### src/design/paca_pkg.sv
// Shared constants, codes and the job record for the packed array with compaction.
`default_nettype none

package paca_pkg;

  localparam int CAPACITY_DEF = 256;
  localparam int CAPACITY_MAX = 65536;
  localparam int ADDR_W_MAX   = $clog2(CAPACITY_MAX);

  localparam int WORD_W   = 32;
  localparam int INDEX_W  = 8;
  localparam int FILL_W   = 9;
  localparam int CMD_W    = 2;
  localparam int STATUS_W = 2;
  localparam int KIND_W   = 2;

  // request operations
  localparam logic [CMD_W-1:0] OP_APPEND = 2'd0;
  localparam logic [CMD_W-1:0] OP_SET    = 2'd1;
  localparam logic [CMD_W-1:0] OP_GET    = 2'd2;
  localparam logic [CMD_W-1:0] OP_REMOVE = 2'd3;

  // result status
  localparam logic [STATUS_W-1:0] ST_OK     = 2'd0;
  localparam logic [STATUS_W-1:0] ST_BOUNDS = 2'd1;
  localparam logic [STATUS_W-1:0] ST_FULL   = 2'd2;

  // memory work handed from front to back
  localparam logic [KIND_W-1:0] JOB_NONE  = 2'd0;
  localparam logic [KIND_W-1:0] JOB_WRITE = 2'd1;
  localparam logic [KIND_W-1:0] JOB_READ  = 2'd2;
  localparam logic [KIND_W-1:0] JOB_SHIFT = 2'd3;

  typedef struct packed {
    logic [KIND_W-1:0]     kind;
    logic [ADDR_W_MAX-1:0] addr;   // target entry, or first entry removed
    logic [ADDR_W_MAX-1:0] last;   // last occupied entry, for a shift
    logic [WORD_W-1:0]     value;  // write data, or read_value for JOB_NONE
    logic [STATUS_W-1:0]   status;
    logic [FILL_W-1:0]     fill;
  } paca_job_t;

endpackage

`default_nettype wire

### src/design/paca_queue.sv
// Two-entry job queue between front and back.
`default_nettype none

module paca_queue (
  input  logic                clk,
  input  logic                rst,
  input  logic                in_valid,
  output logic                in_ready,
  input  paca_pkg::paca_job_t in_job,
  output logic                out_valid,
  input  logic                out_ready,
  output paca_pkg::paca_job_t out_job
);
  import paca_pkg::*;

  localparam int DEPTH = 2;

  paca_job_t  slots [DEPTH];
  logic       wr_ptr;
  logic       rd_ptr;
  logic [1:0] used;
  logic       push;
  logic       pop;

  assign in_ready  = used != 2'(DEPTH);
  assign out_valid = used != 2'd0;
  assign out_job   = slots[rd_ptr];
  assign push      = in_valid && in_ready;
  assign pop       = out_valid && out_ready;

  always_ff @(posedge clk) begin
    if (rst) begin
      wr_ptr <= 1'b0;
      rd_ptr <= 1'b0;
      used   <= 2'd0;
    end else begin
      if (push) begin
        wr_ptr <= ~wr_ptr;
      end
      if (pop) begin
        rd_ptr <= ~rd_ptr;
      end
      used <= used + 2'(push) - 2'(pop);
    end
  end

  always_ff @(posedge clk) begin
    if (push) begin
      slots[wr_ptr] <= in_job;
    end
  end

endmodule

`default_nettype wire

### config.mk
export PLATFORM = sky130hd
export DESIGN_NAME = paca_queue
export DESIGN_NICKNAME = d
export VERILOG_FILES = /design/src/design/paca_pkg.sv /design/src/design/paca_queue.sv
export SDC_FILE = /design/constraint.sdc
export NUM_CORES = 1
export LEC_CHECK = 0
export ABC_AREA = 0
export BUFFER_PORTS_ARGS = -buffer_cell sky130_fd_sc_hd__buf_2
export CAP_MARGIN = 20
export CORE_AREA = 2 2 119 133
export DETAILED_ROUTE_END_ITERATION = 16
export DIE_AREA = 0 0 121 135
export SKIP_LAST_GASP = 1
export SLEW_MARGIN = 25
export SYNTH_ARGS = -nofsm -noshare
export SYNTH_HDL_FRONTEND = slang
export SYNTH_SLANG_ARGS = --single-unit
### constraint.sdc
create_clock -name clk -period 8.5 [get_ports clk]
set_input_delay 0.85 -clock clk [delete_from_list [all_inputs] [get_ports clk]]
set_output_delay 0.85 -clock clk [all_outputs]
set_load 0.05 [all_outputs]
==> Word level (Yosys, flattened, before mapping) <==
Memory sizes are Yosys's and may differ from the RTL's. A register that Yosys moved wholly into a read port is not among the register bits.
Cells that the tools add are included.
{ "op_classes": {"add_sub_neg": 2, "n_mul": 0, "div_mod_pow": 0, "order_cmp": 0, "n_eq_ne": 1, "n_shift": 0, "n_mux": 4, "bitwise": 2, "n_reduce_logical": 3} }
{ "ops": {"columns": ["op", "count"], "rows": [
  ["1-bit 2-to-1 mux", 4],
  ["2-bit by 1-bit adder with 2-bit output", 1],
  ["1-bit logical AND", 2],
  ["2-bit != test (second input constant)", 1],
  ["1-bit NOT", 2],
  ["2-bit nonzero test", 1],
  ["2-bit by 1-bit subtractor with 2-bit output", 1]
]} }
{ "totals": {"register_bits": 4, "latchBits": 0, "ram_bits": 154, "romBits": 0, "input_bits": 81, "out_inout_bits": 79, "wordCells": 16, "mem_count": 1} }
{ "mem_list": {"columns": ["name", "depth", "width", "rd", "rd_clocked_by_memory_dff", "write_ports", "line", "text"], "rows": [
  ["slots", 2, 77, 1, 1, 1, "paca_queue.sv:18", "paca_job_t slots [DEPTH];"]
]} }

==> Logic depth before layout (Yosys ltp) <==
Gate-level depths: netlist (run 1).
{ "depth": {"ltp_word": 4, "depth_mapped": 8, "ltp_nobuf": 8} }

==> Worst setup path before layout (run 1) <==
No wires, ideal clock.
{ "synth_path": {"kind": "register to register", "startpoint": "register used[0]", "endpoint": "memory slots[0][0] (netlist bit), enable pin", "arrival_ns": 4.224, "required_time_ns": 7.987, "slack_ns": 3.762, "stages_incl_launch_ff": 4, "synth_period_minus_slack_ns": 4.738, "path_cell_list": "dfxtp_1 -> nand2b_1 -> nand2_1 -> nor2_1"} }
{ "synth_between": {"elab_chain_cells": 4} }
{ "synth_rtl": {"columns": ["element", "line", "text"], "rows": [
  ["start, declared", "paca_queue.sv:21", "logic [1:0] used;"],
  ["start signal, assigned", "paca_queue.sv:43", "used <= used + 2'(push) - 2'(pop);"],
  ["2-bit != test", "paca_queue.sv:25", "assign in_ready = used != 2'(DEPTH);"],
  ["via in_ready", "paca_queue.sv:8", "output logic in_ready,"],
  ["1-bit logical AND", "paca_queue.sv:28", "assign push = in_valid && in_ready;"],
  ["1-bit 2-to-1 mux", "paca_queue.sv:48", "if (push) begin"],
  ["1-bit 2-to-1 mux (implied by the code)", "paca_queue.sv:49", "slots[wr_ptr] <= in_job;"],
  ["end, declared", "paca_queue.sv:18", null]
]} }
The timed path passes the listed nets, and every way through them passes these cells.

==> results of run 1 <==
## registers in the layout, summed over array words and instances (netlist names), named ones only
| signal | cells |
|---|---|
| slots | 154 |
| used | 2 |
| rd_ptr | 1 |
| wr_ptr | 1 |
## per-layer routing
layer	share of wire, %	vias to the layer above	routed length (um)	GRT usage [%]
met2	52	105	5245	22.07
met3	8.2	10	825	6.208
met4	1.2	0	121	5.814
met5	0	-	0	0
met1	38	1434	3835	13.36
li1	-	1383	-	-
## worst register-to-register path, delay by kind of cell (launching register included)
family                 cells  cell delay (ns)
DFF                        1             0.37
buffers and inverters      1             0.69
and+or+nand+nor            3             0.99
## power by group
part	switching (mW)	internal, mW	leakage, nW
Combinational	0.594	0.253	1.10
Sequential	0.0442	0.986	1.48
Clock	0.285	0.490	0.304
## cell type report
| class | count | area [um^2] | share of cell area (%) |
|---|---|---|---|
| timing repair buffer | 162 | 830.8 | 11.01 |
| clock buffer | 17 | 425.4 | 5.639 |
| sequential | 159 | 4728 | 62.68 |
| tap | 196 | 245.2 | 3.251 |
| clock inverter | 15 | 193.9 | 2.571 |
| inverter | 1 | 3.754 | 0.04976 |
| multi-input combinational | 95 | 1116 | 14.80 |
## layout by cell type (no fill, tap or decap), drive strengths merged
master  synthesis  final
buf             9    162
edfxtp        154    154
mux2           78     78
clkbuf          0     17
clkinv          0     10
nor2            5      5
dfxtp           5      5
bufinv          0      4
nor2b           2      2
xnor2           2      2
ha              2      2
inv             1      2
o21a            1      1
nand2b          1      1
nand2           1      1
or2             1      1
and3            1      1
xor2            1      1
## worst paths after layout
kind	slack, ns	endpoint	cells after the start
worst max-delay path	5.24	out_job[3]	3
worst min register to register	0.51	rd_ptr	2
worst max register to register	6.05	slots[0][46]	4
worst min-delay path	0.51	rd_ptr	2
## metrics by stage
stage          cell area [um^2]  utilization, %  hold slack [ns]
2_1_floorplan              5919               -           0.4810
4_1_cts                    7543           50.70           0.5231
5_1_grt                    7543           50.70           0.5619
6_report                   7543           50.70           0.5145
3_3_place_gp               6904           46.40           0.4960
3_5_place_dp               6924           46.54           0.5009
## cell families (layout without fill, tap and decap cells)
logic type	count (synthesis)	count (layout)
AO/OA/AOI/OAI	1	1
adder cells (fa/ha/maj)	2	2
flip-flops	159	159
XOR/XNOR	3	3
AND/OR/NAND/NOR	11	11
buffers and inverters	10	195
multiplexers	78	78
==> key figures, run 1 <==
Critical path
  – Peak fanout along the critical path: 46
  – Setup Crit Path Kind: flip-flop to output pin
  – CP peak stage delay: 0.67 ns
  – Slowest CP cell: buf_4
  – Arr. time, crit path: between 2 and 2.5 ns
  – CP Launch Type: flip-flop
  – CP top delay family: buffers and inverters
  – Critical R2R Launch: used[0]
  – CP bufs+invs: 2
  – CP Data Required Time: 7.65 ns
  – CP endpoint kind: output pin
  – CP Cell Sequence: buf_4 -> mux2_2 -> buf_2

Clock network
  – # clock sinks: 159
  – Hold buffers post-CTS: 0
  – Max Root-Sink Buffers: 2
  – Post-CTS Resized: 0
  – H-Tree Depth: 4
  – Worst-Skew Late Latency: 0.41 ns
  – Clock Tree Root: clkbuf_16
  – Clock slew at reported path FFs: 0.06 ns
  – CTS buffer count: 17
  – Postcts setup bufs: 0
  – CTS tree: done

Cells and area
  – Layout Cells excl Fill: roughly 650
  – Filler cells: 1245
  – Ant. Diodes: 0
  – Nets: 519
  – Area grow syn2layout: 27.44%
  – Share of layout cells above drive strength 1: 60.80%

Synthesis
  – Mapped Area: 5919 um^2
  – Synth Warn #: 0
  – Register area share after synthesis: 79.81%
  – Mapped Nets: 347
  – Compound-Gate Fraction of Synth Area: 0.1268%
  – Top_reg_cell synth: edfxtp_1
  – Post-Synth Simple-Gate Area: less than 1%
  – Synth Instances: 264
  – Post-Synth XOR/XNOR Area: 0.4439%
  – Count leader, synth: edfxtp_1
  – Most frequent cells after synthesis: edfxtp_1 (154), mux2_2 (48), mux2_4 (30)
  – Multiplexer share of the synthesized area: 16.74%
  – Share of the synthesized area in the top cell type: 78.12%
  – FFs w/ async S/R, synth: 0%
  – Cell taking the most area after synthesis: edfxtp_1
  – Adder-Cell Fraction of Synth Area: 0.4227%
  – Main combinational cell family by area after synthesis: multiplexers
  – Top post-synthesis cells by area: edfxtp_1 (78%), mux2_2 (9.1%), mux2_4 (7.6%), dfxtp_1 (1.7%), buf_8 (0.76%)
  – Post-synthesis average cell area: 22.42 um^2
  – Cell variety after synth: 18
  – Post-synth EDFFs: 154
  – Seq cells post-synth: 159

Place
  – RePlAce Congestion: between 0.6 and 0.7
  – Number of cells after detailed placement: 613
  – IO buf count: about 160
  – Pre-CTS setup slack: 5.589 ns
  – Hpwl dp: 6.577 mm

Timing
  – Slew headroom: 44.42%
  – Final Setup Violations: 0
  – Crit path time final: 3.262 ns
  – Worst Tran Pin Value: 0.8318 ns
  – Total Neg Setup Slack: 0 ns
  – Slew Limit Fails: 0
  – Final worst setup slack: 5.238 ns
  – RSZ-0062 raised after global routing: false
  – Period utilization: about two fifths
  – Worst Skew: 0.003600 ns
  – Maximum clock frequency: 306.6 MHz
  – Final Hold Vio Count: 0

Drt
  – DRT Pass-1 Iters: 4
  – Vias/cell: between 4 and 5
  – Drt total wl: 10.03 mm
  – Antenna viol nets, final: 0
  – DR vias: around 2900
  – Drt initial violations: 163
  – Residual DRC count: 0
  – Wire per inst: 15.55 um

Status
  – Status: complete, no violations

GRT
  – Pin count of the biggest net entering global routing: 51
  – Gr usage total: 12.91%
  – First-pass GRT wire length: 15.50 mm
  – Initial antenna violation count: 0
  – Vias in the first global route: 3151
  – Total gr overflow: 0

Die
  – Die area: 16340 um^2
  – Top Ports: 160
  – Initial Util: around 40%
  – Die Ht: 135 um
  – Die X: 121 um
  – Core box area: 14880 um^2
  – Rows: 47

Power
  – Leakage: 2.883 nW
  – Maximum VDD drop: about 0.21 mV
  – Final Power: 2.653 mW
  – Pwr Density: 351.7 nW/um^2

Min path
  – HP Class: flip-flop to flip-flop
  – Hold path start: rd_ptr

Flow run
  – Max_cap viols: 0
No activity file was read; power rests on OpenSTA's default activity.
==> run 2: changes to the inputs <==
--- a/config.mk
+++ b/config.mk
@@ -11,6 +11,7 @@
 export CORE_AREA = 2 2 119 133
 export DETAILED_ROUTE_END_ITERATION = 16
 export DIE_AREA = 0 0 121 135
+export PLACE_DENSITY = 0.65
 export SKIP_LAST_GASP = 1
 export SLEW_MARGIN = 25
 export SYNTH_ARGS = -nofsm -noshare
==> constraint.sdc (replaced) <==
create_clock -name clk -period 2.75 [get_ports clk]
set_input_delay 0.275 -clock clk [delete_from_list [all_inputs] [get_ports clk]]
set_output_delay 0.275 -clock clk [all_outputs]
set_load 0.05 [all_outputs]
==> key figures, run 2 (same netlist as run 1, synthesis figures left out) <==
Timing
  – Final Hold Vio Count: 0
  – Period utilization: 75.76%
  – Maximum clock frequency: a little under 500 MHz
  – Worst Tran Pin Value: 0.5383 ns
  – RSZ-0062 raised after global routing: false
  – Worst Skew: 0.01023 ns
  – WHS: 0.05199 ns
  – Total Neg Setup Slack: 0 ns
  – Slew headroom: 64.11%
  – Slew Limit Fails: 0
  – Final Setup Violations: 0
  – Crit path time final: 2.083 ns
  – Final worst setup slack: 0.6667 ns

Power
  – Logic pwr share: 33.9%
  – Clock network fraction of total power: 27.1%
  – Pwr Density: 1068 nW/um^2
  – Switching share of power: 35.59%
  – Final Power: approximately 8 mW
  – Int Pwr: around 5.2 mW
  – Leakage: between 2 and 3 nW
  – Maximum VDD drop: approximately 0.57 mV
  – Sequential Power Share: 39.0%
  – NetSw: 2.857 mW

Die
  – Core box area: 14880 um^2
  – Die X: 121 um
  – Die area: between 15000 and 20000 um^2
  – Top Ports: 160
  – Die Ht: approximately 140 um
  – Rows: 47
  – Initial Util: 39.79%

Place
  – IO buf count: 159
  – RePlAce Congestion: 0.6742
  – Pre-CTS setup slack: 1.062 ns
  – Hpwl dp: 6.926 mm
  – Number of cells after detailed placement: 616
  – DP Area: 6959 um^2

GRT
  – Initial antenna violation count: 0
  – Vias in the first global route: 3181
  – Gr usage total: 13.07%
  – First-pass GRT wire length: ~16 mm
  – Total gr overflow: 0
  – Pin count of the biggest net entering global routing: 44

Cells and area
  – Area used by multi-input combinational logic: 1116 um^2
  – Most common cell after layout, fill and taps aside: buf_2
  – Final instance area: about 7500 um^2
  – Most frequent cells in the layout: buf_2 (159), edfxtp_1 (154), mux2_2 (48)
  – Nets: 522
  – Largest Register: slots
  – Area grow syn2layout: 26.95%
  – Ant. Diodes: 0
  – Largest register FFs: 154
  – Filler cells: 1263
  – FF+latch area: 4728 um^2
  – Layout Cells excl Fill: 648
  – Regs by FF count: slots (154), used (2)
  – Final core utilization: 50.51%
  – Share of layout cells above drive strength 1: 60.18%

Critical path
  – CP Data Required Time: 2.48 ns
  – CP Launch Type: flip-flop
  – CP endpoint kind: output pin
  – Arr. time, crit path: 1.81 ns
  – Reg2Reg Depth: 8
  – Setup Crit Path Kind: flip-flop to output pin
  – Peak fanout along the critical path: 34

Clock network
  – Max Root-Sink Buffers: 2
  – Clock slew at reported path FFs: 0.06 ns
  – # clock sinks: 159
  – Postcts setup bufs: 0
  – Clock Tree Root: clkbuf_16
  – H-Tree Depth: 4
  – Hold buffers post-CTS: 0
  – Post-CTS Resized: 0
  – CTS buffer count: 17
  – Worst-Skew Late Latency: 0.41 ns
  – CTS tree: done

Drt
  – Drt total wl: 10.44 mm
  – Wire per inst: 16.11 um
  – DR vias: 2950
  – Drt initial violations: 149
  – Residual DRC count: 0
  – Vias/cell: roughly 4.6
  – DRT Pass-1 Iters: 4
  – Antenna viol nets, final: 0

Min path
  – HP Class: input pin to flip-flop
  – WHS Path Cells: 1

Flow run
  – Max_cap viols: 0

Status
  – Status: complete, no violations
## run 2: critical path, cell delays in order (launching register included)
cell and delay, ns:
dfxtp_4 0.35, buf_4 0.40, mux2_2 0.42, buf_2 0.22
## run 2: routing by layer
metal  wire (um)  GRT usage, %
met5           0             0
met3         729         5.659
met4          97         4.457
met2        5345         22.07
met1        4269         14.83
## run 2: cell type report
type	instances	share of cell area, %
multi-input cells	95	14.85
clock buffers	19	5.761
inverters	1	0.04995
clock inverters	13	1.632
repair buffers	165	11.52
flip-flops and latches	159	62.92
well taps	196	3.263
## run 2: power groups by stage
stage                     Combinational, mW  Sequential (mW)  Clock [mW]
after floorplan                        2.23             3.16           0
after global placement                 2.73             3.16           0
after detailed placement               2.75             3.18           0
after CTS                              2.76             3.13        2.24
after global routing                   2.86             3.16        2.34
final                                  2.72             3.13        2.18
## run 2: worst paths after layout
kind | start | endpoint | slack [ns]
min reg2reg | rd_ptr | rd_ptr | 0.54
max | flip-flop | out_job[0] | 0.67
max reg2reg | used[0] | used[1] | 1.09
min | in_job[28] | slots[1][28] | 0.05
