--- config.mk ---
export PLATFORM = sky130hd
export DESIGN_NAME = paca_front_flat
export DESIGN_NICKNAME = d
export VERILOG_FILES = /design/src/design/paca_pkg.sv /design/src/design/paca_if.sv /design/src/design/paca_front.sv /design/src/flat_wrapper.sv
export SDC_FILE = /design/constraint.sdc
export NUM_CORES = 1
export LEC_CHECK = 0
export ABC_AREA = 1
export BUFFER_PORTS_ARGS = -buffer_cell sky130_fd_sc_hd__buf_2
export CORE_ASPECT_RATIO = 2
export CORE_MARGIN = 2
export CORE_UTILIZATION = 47
export DETAILED_ROUTE_END_ITERATION = 8
export GPL_TIMING_DRIVEN = 0
export PLACE_DENSITY = 0.88
export SLEW_MARGIN = 20
export SYNTH_ARGS = -nofsm -noshare
export SYNTH_HDL_FRONTEND = slang
export SYNTH_SLANG_ARGS = --single-unit
export TNS_END_PERCENT = 20
--- constraint.sdc ---
create_clock -name clk -period 5.84 [get_ports clk]
set_input_delay 1.168 -clock clk [delete_from_list [all_inputs] [get_ports clk]]
set_output_delay 1.168 -clock clk [all_outputs]
set_load 0.01 [all_outputs]
--- src/design/paca_pkg.sv ---
// Shared constants, codes and the job record for the packed array with compaction.
`default_nettype none

package paca_pkg;

  localparam int CAPACITY_DEF = 256;
  localparam int CAPACITY_MAX = 65536;
  localparam int ADDR_W_MAX   = $clog2(CAPACITY_MAX);

  localparam int WORD_W   = 32;
  localparam int INDEX_W  = 8;
  localparam int FILL_W   = 9;
  localparam int CMD_W    = 2;
  localparam int STATUS_W = 2;
  localparam int KIND_W   = 2;

  // request operations
  localparam logic [CMD_W-1:0] OP_APPEND = 2'd0;
  localparam logic [CMD_W-1:0] OP_SET    = 2'd1;
  localparam logic [CMD_W-1:0] OP_GET    = 2'd2;
  localparam logic [CMD_W-1:0] OP_REMOVE = 2'd3;

  // result status
  localparam logic [STATUS_W-1:0] ST_OK     = 2'd0;
  localparam logic [STATUS_W-1:0] ST_BOUNDS = 2'd1;
  localparam logic [STATUS_W-1:0] ST_FULL   = 2'd2;

  // memory work handed from front to back
  localparam logic [KIND_W-1:0] JOB_NONE  = 2'd0;
  localparam logic [KIND_W-1:0] JOB_WRITE = 2'd1;
  localparam logic [KIND_W-1:0] JOB_READ  = 2'd2;
  localparam logic [KIND_W-1:0] JOB_SHIFT = 2'd3;

  typedef struct packed {
    logic [KIND_W-1:0]     kind;
    logic [ADDR_W_MAX-1:0] addr;   // target entry, or first entry removed
    logic [ADDR_W_MAX-1:0] last;   // last occupied entry, for a shift
    logic [WORD_W-1:0]     value;  // write data, or read_value for JOB_NONE
    logic [STATUS_W-1:0]   status;
    logic [FILL_W-1:0]     fill;
  } paca_job_t;

endpackage

`default_nettype wire

--- src/design/paca_if.sv ---
// Request and response channel interfaces for the packed array.
`default_nettype none

interface paca_req_if;
  import paca_pkg::*;

  logic                      valid;
  logic                      ready;
  logic [CMD_W-1:0]          cmd;
  logic [INDEX_W-1:0]        index;
  logic signed [WORD_W-1:0]  value;

  modport source (output valid, cmd, index, value, input ready);
  modport sink   (input valid, cmd, index, value, output ready);
endinterface


`default_nettype wire

--- src/design/paca_front.sv ---
// Front end: accepts requests, checks bounds against its own count, issues jobs.
`default_nettype none

module paca_front #(
  parameter int CAPACITY = paca_pkg::CAPACITY_DEF
) (
  input  logic                             clk,
  input  logic                             rst,
  paca_req_if.sink                         req,
  output logic                             job_valid,
  input  logic                             job_ready,
  output paca_pkg::paca_job_t              job,
  output logic [$clog2(CAPACITY+1)-1:0]    count
);
  import paca_pkg::*;

  localparam int CW = $clog2(CAPACITY + 1);
  localparam int EW = CW + ADDR_W_MAX;

  logic [CW-1:0] count_next;
  logic [EW-1:0] cnt_w;
  logic [EW-1:0] idx_w;
  logic [EW-1:0] last_w;
  logic [EW-1:0] next_w;
  logic          in_bounds;
  logic          full;
  logic          accept;

  assign req.ready = job_ready;
  assign job_valid = req.valid;
  assign accept    = req.valid && job_ready;

  always_comb begin
    cnt_w     = {{ADDR_W_MAX{1'b0}}, count};
    idx_w     = {{(EW-INDEX_W){1'b0}}, req.index};
    last_w    = cnt_w - EW'(1);
    in_bounds = idx_w < cnt_w;
    full      = count == CW'(CAPACITY);

    count_next = count;
    job.kind   = JOB_NONE;
    job.addr   = idx_w[ADDR_W_MAX-1:0];
    job.last   = last_w[ADDR_W_MAX-1:0];
    job.value  = '0;
    job.status = ST_OK;

    unique case (req.cmd)
      OP_APPEND: begin
        if (full) begin
          job.status = ST_FULL;
        end else begin
          job.kind   = JOB_WRITE;
          job.addr   = cnt_w[ADDR_W_MAX-1:0];
          job.value  = req.value;
          count_next = count + CW'(1);
        end
      end
      OP_SET: begin
        if (!in_bounds) begin
          job.status = ST_BOUNDS;
        end else begin
          job.kind  = JOB_WRITE;
          job.value = req.value;
        end
      end
      OP_GET: begin
        if (!in_bounds) begin
          job.status = ST_BOUNDS;
          job.value  = '1;
        end else begin
          job.kind = JOB_READ;
        end
      end
      OP_REMOVE: begin
        if (!in_bounds) begin
          job.status = ST_BOUNDS;
        end else begin
          job.kind   = JOB_SHIFT;
          count_next = count - CW'(1);
        end
      end
    endcase

    next_w   = {{ADDR_W_MAX{1'b0}}, count_next};
    job.fill = next_w[FILL_W-1:0];
  end

  always_ff @(posedge clk) begin
    if (rst) begin
      count <= '0;
    end else if (accept) begin
      count <= count_next;
    end
  end

endmodule

`default_nettype wire

--- src/flat_wrapper.sv ---
// flat-port wrapper written by rule: the top's interface ports become plain ports
module paca_front_flat import paca_pkg::*;
#(
  parameter int CAPACITY = paca_pkg::CAPACITY_DEF
)
  (clk, rst, job_valid, job_ready, job, count, req_valid, req_cmd, req_index, req_value, req_ready);
  paca_req_if req_i ();
  input  logic clk;
  input  logic rst;
  output logic job_valid;
  input  logic job_ready;
  output paca_pkg::paca_job_t job;
  output logic [$clog2(CAPACITY+1)-1:0] count;
  input wire logic [$bits(req_i.valid)-1:0] req_valid;
  input wire logic [$bits(req_i.cmd)-1:0] req_cmd;
  input wire logic [$bits(req_i.index)-1:0] req_index;
  input wire logic [$bits(req_i.value)-1:0] req_value;
  output wire logic [$bits(req_i.ready)-1:0] req_ready;
  assign req_i.valid = req_valid;
  assign req_i.cmd = req_cmd;
  assign req_i.index = req_index;
  assign req_i.value = req_value;
  assign req_ready = req_i.ready;
  paca_front #(.CAPACITY(CAPACITY)) u_core (.clk(clk), .rst(rst), .req(req_i), .job_valid(job_valid), .job_ready(job_ready), .job(job), .count(count));
endmodule
Word-level counts from Yosys, hierarchy flattened. Index checks and enable logic that the tools add are counted.

Bits in registers: 9. Bits of input ports: 46. Output and inout bits: 88. Logic and storage cells: 28.

$add $sub $neg: 3. $lt $le $gt $ge: 1. Equality and inequality tests: 4. Multiplexer cells: 16. Reductions and logical operators: 3.

Operator list (number): one-hot mux 32 bit (3 select lines) (1); two-way mux 32 bit (2); two-way mux 34 bit (1); two-way mux 9 bit (2); one-hot mux 9 bit (2 select lines) (1); two-way mux 17 bit (1); two-way mux 16 bit (1); subtractor 9 x 1 -> 10 bit (second input constant) (1); adder 9 x 1 -> 9 bit (second input constant) (1); equality test 9 bit (second input constant) (1); less-than comparator 8 x 9 -> 1 bit (1); subtractor 9 x 1 -> 9 bit (second input constant) (1); one-hot mux 2 bit (4 select lines) (1); two-way mux 2 bit (3); one-hot mux 2 bit (3 select lines) (1); equality test 2 bit (second input constant) (2); equality test 2 x 1 -> 1 bit (second input constant) (1); zero test 2 bit (1); two-way mux 1 bit (2); OR reduction 2 bit (1); logical AND 1 bit (1).

Longest topological paths before layout. Gate-level depths: netlist of run 1.

Depth after elaboration: 3. Gate-level depth with buffers: 16. Depth with buffers taken out: 15.

Worst setup path before layout of run 1. Ideal clock, no wire load.

Kind: input to output. Start point: in req_index[6]. End point: out job[12] in the netlist's numbering. Data arrival time: 2.473 ns. Path slack: 2.199 ns. Stages on the path: 13. Cells stage by stage: ha_1 -> nand2_1 -> nand2_1 -> a21boi_2 -> nand2_2 -> nor2_4 -> nand2_2 -> nand2_4 -> buf_8 -> nand2_2 -> nand2_1 -> nand2_1 -> inv_1.

RTL lines: start, declared (RTL line flat_wrapper.sv:16) `input wire logic [$bits(req_i.index)-1:0] req_index;`; end, declared (RTL line flat_wrapper.sv:12) `output paca_pkg::paca_job_t job;`.

==> reports/qor.tcl, run 1 <==
set qor(grt_antenna_before_repair) 0
set qor(synth-edff-count) 0
set qor(dr.pass1.iters) 4
set qor(cp-start-kind) {input port}
set qor(synthesis.instances) 401
set qor(fp-row-count) 34
set qor(r2r_cells) 12
set qor(grt_usage_pct) 26.4
set qor(path_max_fanout) 10
set qor(cts_hold_buf) 0
set qor(remaining_drc_errors) 0
set qor(post_layout_minimum_cycle_time_ps) 4080
set qor(worst-endpoint-arrival_ps) 2910
set qor(finalSetupTns_ps) 0
set qor(cp_data_required_time_ps) 4670
set qor(dominantRegCellSynth) {sky130_fd_sc_hd__dfxtp_1}
set qor(mostFrequentLayoutCell) {sky130_fd_sc_hd__nand2_1}
set qor(starting_density_of_the_core_pct) 48.3
set qor(wl_mm) 6.69
set qor(largest_register_ffs) 9
set qor(cell_taking_the_most_area_after_synthesis) {sky130_fd_sc_hd__nand2_1}
set qor(synth-warning-count) 0
set qor(holdCritPathClass) {reg2reg}
set qor(synth-seq-area-share_pct) 8.69
set qor(timing.critical_path.depth) 15
set qor(number_of_drc_violations_after_detailed_routing_iteration_0) 93
set qor(final-max-slew-violation-count) 0
set qor(layout.cells.non_filler) 591
set qor(routed_via_density) 4.82
set qor(fin_hold_ws_ps) 606
set qor(globalRoute.totalOverflow) 0
set qor(post-layout-total-power_mw) 0.450
set qor(layout-area-overhead-vs-synth_pct) 36.9
set qor(worstReg2RegEnd) {u_core.count[0]}
set qor(design.portCount) 134
set qor(registers.top_by_ff_count) {u_core.count}
set qor(layout.area.seq_um2) 180
set qor(io_buffers) 126
set qor(crit_path_cell_trace) {buf_2 > ha_1 > nand2_1 > nand2_1 > a21boi_2 > nand2_2 > nor2_4 > nand2_2 > nand2_4 > buf_8 > nand2_2 > nand2_1 > nand2_1 > inv_1 > buf_2}
set qor(post_cts.resized_instances) 0
set qor(worst_path_dominant_cell_family) {simple AND/OR/NAND/NOR gates}
set qor(clk_latency_worst_skew_pair_ps) 230
set qor(netlist_top_cells_area) {sky130_fd_sc_hd__nand2_1, sky130_fd_sc_hd__inv_1, sky130_fd_sc_hd__ha_1, sky130_fd_sc_hd__dfxtp_1, sky130_fd_sc_hd__buf_4}
set qor(wire_per_inst_um) 11.3
set qor(postCtsSetupRepairBufs) 0
set qor(wire_length_of_the_first_global_routing_pass_mm) 10.6
set qor(layout.cells.most_common_list) {sky130_fd_sc_hd__nand2_1, sky130_fd_sc_hd__buf_2, sky130_fd_sc_hd__inv_1}
set qor(p_per_area_nw_per_um2) 158
set qor(cap_viol_max_count) 0
set qor(setup.worst_path.class) {in2out}
set qor(hold_violations) 0
set qor(maxClockFrequency_ghz) 0.245
set qor(die-width_um) 51.0
set qor(maximum_number_of_pins_on_one_net_before_global_route_repair) 11
set qor(rsz_0062_raised_after_global_routing) {false}
set qor(worst_path_most_repeated_cell) {sky130_fd_sc_hd__nand2_1}
set qor(vias) 2850
set qor(clk_path_buf_depth) 2
set qor(critical_path.reg2reg.startpoint) {u_core.count[6]}
set qor(layout_cell_share_with_drive_strength_beyond_1_pct) 32.8
set qor(cts_tree) {built}
set qor(vdd_ir_drop_max_mv) 0.165
set qor(run_status) {complete, no violations}
set qor(clock-sinks) 9
set qor(fp.dieArea_um2) 4990
set qor(antenna-diode-count) 0
set qor(multi_input_area_um2) 1440
set qor(largestRegisters) {u_core.count: 9 flops}
set qor(post-dp-hpwl_mm) 5.50
set qor(max_h_tree_level) 1
set qor(synth_top_area_share_pct) 30.1
set qor(gpl.final_weighted_congestion) 0.971
set qor(crit_path_top_delay_cell) {sky130_fd_sc_hd__ha_1}
set qor(place_inst) 587
set qor(critical_path_s_largest_stage_delay_ps) 330
set qor(final.fill_count) 448
set qor(floorplan.core_area_um2) 4300
set qor(cp_num_buf_inv) 4
set qor(timing.reg2reg.setup_slack_ps) 3640
set qor(critPathCapture) {job[28]}
set qor(die_h_um) 97.9
set qor(detailed_place.area_um2) 2790
set qor(synth.avg_cell_area_um2) 5.17
set qor(nNetsFinal) 599
set qor(synth.distinct_cells) 32
set qor(clkSlewWorstSetupHoldPaths_ps) 50
set qor(finish.instance_area_um2) 2840
set qor(postRouteAntennaNets) 0
set qor(timing.final.crit_share_pct) 69.8
set qor(synth_async_sr_flop_share_pct) 0
set qor(cts_inserted_buffers) 3
set qor(synth.cell_area_um2) 2070
set qor(clock-skew-final_ps) 3.02
set qor(clock_tree.root_cell) {sky130_fd_sc_hd__clkbuf_8}
set qor(endpoint_class_of_the_critical_path) {output port}
set qor(yosys_register_bits) 9
set qor(startpoint) {req_index[6]}
set qor(p_leak_nw) 2.08
set qor(report.final.setup_viol) 0
set qor(grt_pass1_vias) 2570
-- cell usage after synthesis, types with 3 or more instances --
cell type and n:
sky130_fd_sc_hd__nand3_1 22, sky130_fd_sc_hd__buf_4 16, sky130_fd_sc_hd__dfxtp_1 9, sky130_fd_sc_hd__o21ai_0 18, sky130_fd_sc_hd__xor2_1 6, sky130_fd_sc_hd__buf_2 7, sky130_fd_sc_hd__nor2_1 17, sky130_fd_sc_hd__a21oi_1 16
sky130_fd_sc_hd__inv_1 69, sky130_fd_sc_hd__o21ai_1 3, sky130_fd_sc_hd__ha_1 15, sky130_fd_sc_hd__nand2_2 12, sky130_fd_sc_hd__nand2_1 166
-- report_power, final --
part / internal (mW) / total (mW) / switching [mW]
Clock: 0.0475 / 0.0714 / 0.0239
Combinational: 0.124 / 0.307 / 0.183
Sequential: 0.0660 / 0.0716 / 0.00559
Total: 0.237 / 0.450 / 0.213
-- cells by family (layout without fill, tap and decap cells) --
logic type,Yosys count,in the layout,synth area share [%]
buffers and inverters,102,232,23.1
XOR/XNOR,6,6,2.53
AO/OA/AOI/OAI,40,40,10.2
other,1,7,0.181
flip-flops,9,9,8.69
adder cells (fa/ha/maj),15,15,9.05
AND/OR/NAND/NOR,228,228,46.3
-- metrics by stage --
step / utilization [%] / setup WS [ps]
finish: 66.1 / 1760
global route: 66.1 / 1580
CTS: 66.1 / 1750
detailed placement: 65.0 / 1760
global placement: 65.0 / 1780
floorplan: - / 2200
-- worst min-delay path by stage --
stage | slack [ps] | startpoint | depth (start not counted) | end
3_5_place_dp | 610 | u_core.count[5] | 2 | u_core.count[5]
2_1_floorplan | 610 | u_core.count[5] | 2 | u_core.count[5]
5_1_grt | 660 | u_core.count[6] | 2 | u_core.count[6]
4_1_cts | 610 | u_core.count[5] | 2 | u_core.count[5]
6_report | 610 | u_core.count[5] | 2 | u_core.count[5]
3_3_place_gp | 600 | u_core.count[4] | 4 | u_core.count[4]
-- layout make-up --
class | count | area share, %
Tap cell | 54 | 2.38
Multi-Input combinational cell | 296 | 50.6
Clock buffer | 4 | 1.59
Buffer | 30 | 7.32
Sequential cell | 9 | 6.35
Timing Repair Buffer | 126 | 22.2
Inverter | 72 | 9.52
-- worst register-to-register path: stages, from the launching register on --
cell and delay, ps:
sky130_fd_sc_hd__dfxtp_1 440, sky130_fd_sc_hd__inv_1 130, sky130_fd_sc_hd__ha_1 340, sky130_fd_sc_hd__nand2_1 80, sky130_fd_sc_hd__nand2_1 60, sky130_fd_sc_hd__a21boi_2 180
sky130_fd_sc_hd__nand2_2 80, sky130_fd_sc_hd__nor2_4 190, sky130_fd_sc_hd__nor2_1 70, sky130_fd_sc_hd__o21ai_0 290, sky130_fd_sc_hd__nand3_1 120, sky130_fd_sc_hd__nand2_1 80
sky130_fd_sc_hd__inv_1 30
-- metal layers --
layer / share of wire, % / wire length (um) / GRT usage [%] / up-vias
met5: 0 / 0 / 0 / -
met4: 3.9 / 260 / 14.6 / 0
met3: 6.9 / 459 / 5.66 / 24
met2: 56 / 3710 / 50.7 / 144
met1: 34 / 2260 / 23.8 / 1228
li1: - / - / - / 1454
Power figures use the tool's default switching activity.
==> run 2, diff against run 1 <==
Settings changed: ABC_AREA 1 to 0, CORE_UTILIZATION 47 to 42, PLACE_DENSITY 0.88 to 0.83.
Clock period 5.84 ns to 3.9 ns, I/O delays scaled along.
==> reports/qor.tcl, run 2 <==
set qor(fp.dieArea_um2) 4970 ;# -0.49%
set qor(endpoint_class_of_the_critical_path) {output port}
set qor(fp-row-count) 34 ;# unchanged
set qor(met3WireLength_um) 437 ;# -4.8%
set qor(cp_num_buf_inv) 4 ;# unchanged
set qor(post-dp-hpwl_mm) 5.62 ;# +2.0%
set qor(clock-skew-final_ps) 2.10 ;# -0.919 ps
set qor(timing_worst_slew_pin_value_ps) 624
set qor(die-width_um) 50.8 ;# -0.25%
set qor(maximum_number_of_pins_on_one_net_before_global_route_repair) 11 ;# unchanged
set qor(yosys.cell_count.top_type) {sky130_fd_sc_hd__nand2_1}
set qor(p_per_area_nw_per_um2) 219 ;# +38%
set qor(dominantRegCellSynth) {sky130_fd_sc_hd__dfxtp_1}
set qor(layout-area-overhead-vs-synth_pct) 41.4
set qor(route.layer.met1.wl_mm) 2.29 ;# +1.4%
set qor(synth_top_area_share_pct) 12.6 ;# -17 points
set qor(run_status) {complete, no violations}
set qor(die_h_um) 97.7 ;# -0.25%
set qor(cp-start-kind) {flip-flop}
set qor(synth-seq-area-share_pct) 9.78 ;# +1.1 points
set qor(registers.top_by_ff_count) {u_core.count}
set qor(cts_inserted_buffers) 3 ;# unchanged
set qor(cell_taking_the_most_area_after_synthesis) {sky130_fd_sc_hd__nand2_1}
set qor(crit_path_top_delay_cell) {sky130_fd_sc_hd__dfxtp_1}
set qor(gpl.final_weighted_congestion) 0.940 ;# -3.2%
set qor(final.fill_count) 436 ;# -2.7%
set qor(remaining_drc_errors) 0 ;# unchanged
set qor(grt_antenna_before_repair) 0 ;# unchanged
set qor(clkSlewWorstSetupHoldPaths_ps) 50 ;# about the same
set qor(routed_via_density) 5.51 ;# +14%
set qor(synth-warning-count) 0 ;# unchanged
set qor(floorplan.core_area_um2) 4300 ;# unchanged
set qor(wl_met2_mm) 3.80 ;# +2.4%
set qor(synth.cell_area_um2) 1840 ;# -11%
set qor(max_h_tree_level) 1 ;# unchanged
set qor(nNetsFinal) 487 ;# -19%
set qor(maxClockFrequency_ghz) 0.273
set qor(clock-sinks) 9 ;# unchanged
set qor(wl_mm) 6.74 ;# +0.67%
set qor(cp_data_required_time_ps) 3120 ;# -1550 ps
set qor(finalSetupTns_ps) 0 ;# unchanged
set qor(mostFrequentLayoutCell) {sky130_fd_sc_hd__buf_2}
set qor(largest_register_ffs) 9 ;# unchanged
set qor(synth_async_sr_flop_share_pct) 0 ;# unchanged
set qor(crit_path_cell_trace) {clkbuf_2 > inv_1 > ha_1 > a21oi_1 > o32a_2 > o21ai_4 > o21ai_4 > buf_2 > nand2_1 > a21oi_1 > buf_2}
set qor(layout.cells.most_common_list) {sky130_fd_sc_hd__buf_2, sky130_fd_sc_hd__nand2_1, sky130_fd_sc_hd__a21oi_1}
set qor(io_buffers) 125 ;# -0.79%
set qor(postCtsSetupRepairBufs) 0 ;# unchanged
set qor(cts_tree) {built}
set qor(number_of_drc_violations_after_detailed_routing_iteration_0) 123 ;# +32%
set qor(synth.distinct_cells) 52 ;# +63%
set qor(timing.slew.headroom_pct) 58.1
set qor(clk_latency_worst_skew_pair_ps) 240 ;# about the same
set qor(post_layout_minimum_cycle_time_ps) 3670
set qor(timing.final.crit_share_pct) 94.0
set qor(largestRegisters) {u_core.count: 9 flops}
set qor(synth.avg_cell_area_um2) 6.36 ;# +23%
set qor(rsz_0062_raised_after_global_routing) {false}
set qor(holdCritPathClass) {reg2reg}
set qor(postRouteAntennaNets) 0 ;# unchanged
set qor(netlist_top_cells_area) {sky130_fd_sc_hd__nand2_1, sky130_fd_sc_hd__a21oi_1, sky130_fd_sc_hd__ha_1, sky130_fd_sc_hd__dfxtp_1, sky130_fd_sc_hd__buf_4}
set qor(layout_cell_share_with_drive_strength_beyond_1_pct) 39.3 ;# +6.5 points
set qor(clock_tree.root_cell) {sky130_fd_sc_hd__clkbuf_8}
set qor(dr.pass1.iters) 4 ;# unchanged
set qor(critical_path_s_largest_stage_delay_ps) 400 ;# +70 ps
set qor(hold_violations) 0 ;# unchanged
set qor(path_max_fanout) 10 ;# unchanged
set qor(setup.worst_path.class) {reg2out}
set qor(netlist_top_cells_count) {sky130_fd_sc_hd__nand2_1, sky130_fd_sc_hd__a21oi_1, sky130_fd_sc_hd__nor2_1, sky130_fd_sc_hd__buf_4, sky130_fd_sc_hd__ha_1}
set qor(yosys_register_bits) 9 ;# unchanged
set qor(worst_path_dominant_cell_family) {compound AO/OA/AOI/OAI gates}
set qor(grt_usage_pct) 27.6 ;# +1.2 points
set qor(final-max-slew-violation-count) 0 ;# unchanged
set qor(post-layout-total-power_mw) 0.571 ;# +27%
set qor(cap_viol_max_count) 0 ;# unchanged
set qor(grt_pass1_vias) 2472 ;# -3.8%
set qor(clk_path_buf_depth) 2 ;# unchanged
set qor(starting_density_of_the_core_pct) 42.9 ;# -5.4 points
set qor(p_leak_nw) 1.34 ;# -36%
set qor(top_layer) {met4}
set qor(globalRoute.totalOverflow) 0 ;# unchanged
set qor(vdd_ir_drop_max_mv) 0.103 ;# -38%
set qor(antenna-diode-count) 0 ;# unchanged
set qor(design.portCount) 134 ;# unchanged
set qor(worst-endpoint-arrival_ps) 2890 ;# -20 ps
set qor(synth-edff-count) 0 ;# unchanged
set qor(wire_per_inst_um) 14.1 ;# +24%
set qor(wire_length_of_the_first_global_routing_pass_mm) 11.0 ;# +3.2%
set qor(vias) 2639 ;# -7.4%
set qor(synthesis.instances) 290 ;# -28%
set qor(report.final.setup_viol) 0 ;# unchanged
==> run 2: worst min-delay path: stages (launching register included) <==
cell and delay, ps:
sky130_fd_sc_hd__dfxtp_1 390, sky130_fd_sc_hd__a21oi_1 160, sky130_fd_sc_hd__nor3_1 50
==> run 2: area by class of cell <==
cell class                      instances  area (um2)  area share, %
Multi-Input combinational cell        238        1440           55.1
Timing Repair Buffer                  125         626           24.0
Inverter                               15        56.3           2.16
Clock inverter                          1        5.00          0.192
Sequential cell                         9         180           6.91
Tap cell                               54        67.6           2.59
Clock buffer                            3        41.3           1.58
Buffer                                 34         194           7.44
==> run 2: per-layer routing <==
metal	vias to the layer above	track usage [%]
li1	1267	-
met3	18	2.92
met1	1204	26.6
met4	0	11.6
met5	-	0
met2	150	55.1
==> run 2: path summary, 6_finish.rpt <==
path / from / end / slack, ps / cells past startpoint
setup / recovery: u_core.count[4] / job[37] / 230 / 11
hold reg to reg: u_core.count[0] / u_core.count[0] / 660 / 2
hold / removal: u_core.count[0] / u_core.count[0] / 660 / 2
setup reg to reg: u_core.count[4] / u_core.count[4] / 1380 / 9
==> run 2: cell families (layout without fill, tap and decap cells) <==
family | count (synthesis) | in the layout | share of synthesized area, %
AOI/OAI and AO/OA | 92 | 92 | 32.8
other | 1 | 7 | 0.203
DFF | 9 | 9 | 9.78
and+or+nand+nor | 114 | 114 | 28.7
adders and majority gates | 15 | 15 | 10.2
buffers and inverters | 49 | 178 | 13.5
muxes | 2 | 2 | 1.09
xor gates and xnor gates | 8 | 8 | 3.80
==> run 2: per-stage QoR <==
stage / worst slack [ps] / instances / cell area, um2 / hold WS (ps) / util (%)
finish: 233 / 479 / 2610 / 658 / 60.7
global route: 21.3 / 479 / 2610 / 720 / 60.7
CTS: 73.2 / 479 / 2610 / 653 / 60.6
detailed placement: 344 / 475 / 2560 / 646 / 59.6
global placement: 374 / 475 / 2560 / 624 / 59.6
floorplan: 798 / 296 / 1870 / 607 / -
==> run 2: report_power, final <==
part	internal, mW	total [mW]	switching [mW]
sequential	0.0945	0.0977	0.00325
clock	0.0704	0.116	0.0460
combinational	0.151	0.357	0.206
total	0.316	0.571	0.255
==> run 2: timing repair <==
| action | CTS | global route |
|---|---|---|
| hold buffers | 0 | 0 |
| gates resized for setup | 0 | 1 |
| endpoints found under the setup margin | 0 | 31 |
==> run 3, diff against run 2 <==
Clock period 3.9 ns to 4.15 ns, I/O delays scaled along.
==> reports/qor.tcl, run 3 (synthesis gave the netlist of run 2 again) <==
set qor(timing.slew.headroom_pct) 58.2 ;# +0.097 points
set qor(registers.top_by_ff_count) {u_core.count}
set qor(timing.reg2reg.setup_slack_ps) 1420 ;# +40 ps
set qor(post_cts.resized_instances) 0 ;# unchanged
set qor(design.portCount) 134 ;# unchanged
set qor(wire_per_inst_um) 14.1 ;# +0.15%
set qor(multi_input_area_um2) 1440 ;# unchanged
set qor(wire_length_of_the_first_global_routing_pass_mm) 11.0 ;# unchanged
set qor(fp-row-count) 34 ;# unchanged
set qor(cp_data_required_time_ps) 3320 ;# +200 ps
set qor(remaining_drc_errors) 0 ;# unchanged
set qor(max_h_tree_level) 1 ;# unchanged
set qor(post-dp-hpwl_mm) 5.62 ;# unchanged
set qor(rsz_0062_raised_after_global_routing) {false}
set qor(number_of_drc_violations_after_detailed_routing_iteration_0) 114 ;# -7.3%
set qor(timing.final.crit_share_pct) 94.2
set qor(vias) 2633 ;# -0.23%
set qor(hold_violations) 0 ;# unchanged
set qor(fp.dieArea_um2) 4970 ;# unchanged
set qor(wl_mm) 6.75 ;# +0.15%
set qor(clock-skew-final_ps) 2.11 ;# +0.0165 ps
set qor(path_max_fanout) 10 ;# unchanged
set qor(vdd_ir_drop_max_mv) 0.0967 ;# -6.0%
set qor(layout.area.seq_um2) 180 ;# unchanged
set qor(clkSlewWorstSetupHoldPaths_ps) 50 ;# about the same
set qor(run_status) {complete, no violations}
set qor(maximum_number_of_pins_on_one_net_before_global_route_repair) 11 ;# unchanged
set qor(clk_latency_worst_skew_pair_ps) 240 ;# about the same
set qor(p_leak_nw) 1.34 ;# -0.26%
set qor(layout.cells.most_common_list) {sky130_fd_sc_hd__buf_2, sky130_fd_sc_hd__nand2_1, sky130_fd_sc_hd__a21oi_1}
set qor(worst-endpoint-arrival_ps) 3080 ;# +190 ps
set qor(grt_usage_pct) 27.6 ;# unchanged
set qor(die_h_um) 97.7 ;# unchanged
set qor(cts_inserted_buffers) 3 ;# unchanged
set qor(p_per_area_nw_per_um2) 206 ;# -5.9%
set qor(io_buffers) 125 ;# unchanged
set qor(finalSetupTns_ps) 0 ;# unchanged
set qor(postRouteAntennaNets) 0 ;# unchanged
set qor(clk_path_buf_depth) 2 ;# unchanged
set qor(setup.worst_path.class) {reg2out}
set qor(final.fill_count) 436 ;# unchanged
set qor(cap_viol_max_count) 0 ;# unchanged
set qor(routed_via_density) 5.50 ;# -0.23%
set qor(cts_hold_buf) 0 ;# unchanged
set qor(nNetsFinal) 487 ;# unchanged
set qor(cp-start-kind) {flip-flop}
set qor(layout_cell_share_with_drive_strength_beyond_1_pct) 39.1 ;# -0.24 points
set qor(fin_hold_ws_ps) 661 ;# +3.65 ps
set qor(layout-area-overhead-vs-synth_pct) 41.3 ;# about the same
set qor(largestRegisters) {u_core.count: 9 flops}
set qor(die-width_um) 50.8 ;# unchanged
set qor(postCtsSetupRepairBufs) 0 ;# unchanged
set qor(grt_pass1_vias) 2472 ;# unchanged
set qor(antenna-diode-count) 0 ;# unchanged
set qor(clock-sinks) 9 ;# unchanged
set qor(post_layout_minimum_cycle_time_ps) 3910
set qor(report.final.setup_viol) 0 ;# unchanged
set qor(maxClockFrequency_ghz) 0.256
set qor(globalRoute.totalOverflow) 0 ;# unchanged
set qor(timing_worst_slew_pin_value_ps) 622 ;# -1.45 ps
set qor(floorplan.core_area_um2) 4300 ;# unchanged
set qor(starting_density_of_the_core_pct) 42.9 ;# unchanged
set qor(cts_tree) {built}
set qor(final-max-slew-violation-count) 0 ;# unchanged
set qor(largest_register_ffs) 9 ;# unchanged
set qor(holdCritPathClass) {reg2reg}
set qor(dr.pass1.iters) 4 ;# unchanged
set qor(endpoint_class_of_the_critical_path) {output port}
set qor(mostFrequentLayoutCell) {sky130_fd_sc_hd__buf_2}
set qor(grt_antenna_before_repair) 0 ;# unchanged
set qor(gpl.final_weighted_congestion) 0.940 ;# unchanged
set qor(clock_tree.root_cell) {sky130_fd_sc_hd__clkbuf_8}
## run 3: changes by cell type in the layout (fill, tap and decap cells not counted)
cell | previous run | this run
sky130_fd_sc_hd__clkbuf_2 | 1 | 0
sky130_fd_sc_hd__buf_1 | 1 | 2
## run 3: critical path: stages (launching register included)
cell                      delay, ps
sky130_fd_sc_hd__dfxtp_1        400
sky130_fd_sc_hd__buf_1          390
sky130_fd_sc_hd__inv_1          170
sky130_fd_sc_hd__ha_1           360
sky130_fd_sc_hd__a21oi_1        250
sky130_fd_sc_hd__o32a_2         260
sky130_fd_sc_hd__o21ai_4        140
sky130_fd_sc_hd__o21ai_4        220
sky130_fd_sc_hd__buf_2          250
sky130_fd_sc_hd__nand2_1         80
sky130_fd_sc_hd__a21oi_1        150
sky130_fd_sc_hd__buf_2          150
## run 3: layout make-up
class                   count  share of cell area (%)
inverters                  15                    2.16
plain buffers              34                    7.40
multi-input cells         238                    55.1
clock buffers               3                    1.59
repair buffers            125                    24.0
well taps                  54                    2.59
flip-flops and latches      9                    6.92
clock inverters             1                   0.192
## run 3: layer usage
| layer | vias to the layer above | global-route usage (%) | routed length [um] |
|---|---|---|---|
| met5 | - | 0 | 0 |
| met4 | 0 | 11.6 | 182 |
| met3 | 16 | 2.92 | 465 |
| met2 | 158 | 55.1 | 3840 |
| met1 | 1194 | 26.6 | 2260 |
| li1 | 1265 | - | - |
## run 3: metrics by stage
step                std cells  worst slack, ps  power, mW  utilization, %  cell area (um2)
floorplan                 296              948      0.302               -             1870
global placement          475              548      0.422            59.6             2560
detailed placement        475              535      0.427            59.6             2560
CTS                       479              273      0.535            60.6             2610
global route              479             4.14      0.574            60.6             2610
finish                    479              242      0.537            60.6             2610
## run 3: final timing paths
kind,from,end,cells after the start
setup / recovery,u_core.count[4],job[37],11
hold / removal,u_core.count[0],u_core.count[0],2
setup reg to reg,u_core.count[4],u_core.count[4],9
hold reg to reg,u_core.count[0],u_core.count[0],2
## run 3: power by group
group	switching (mW)	internal, mW
clock	0.0438	0.0662
sequential	0.00308	0.0888
combinational	0.193	0.142
total	0.240	0.297
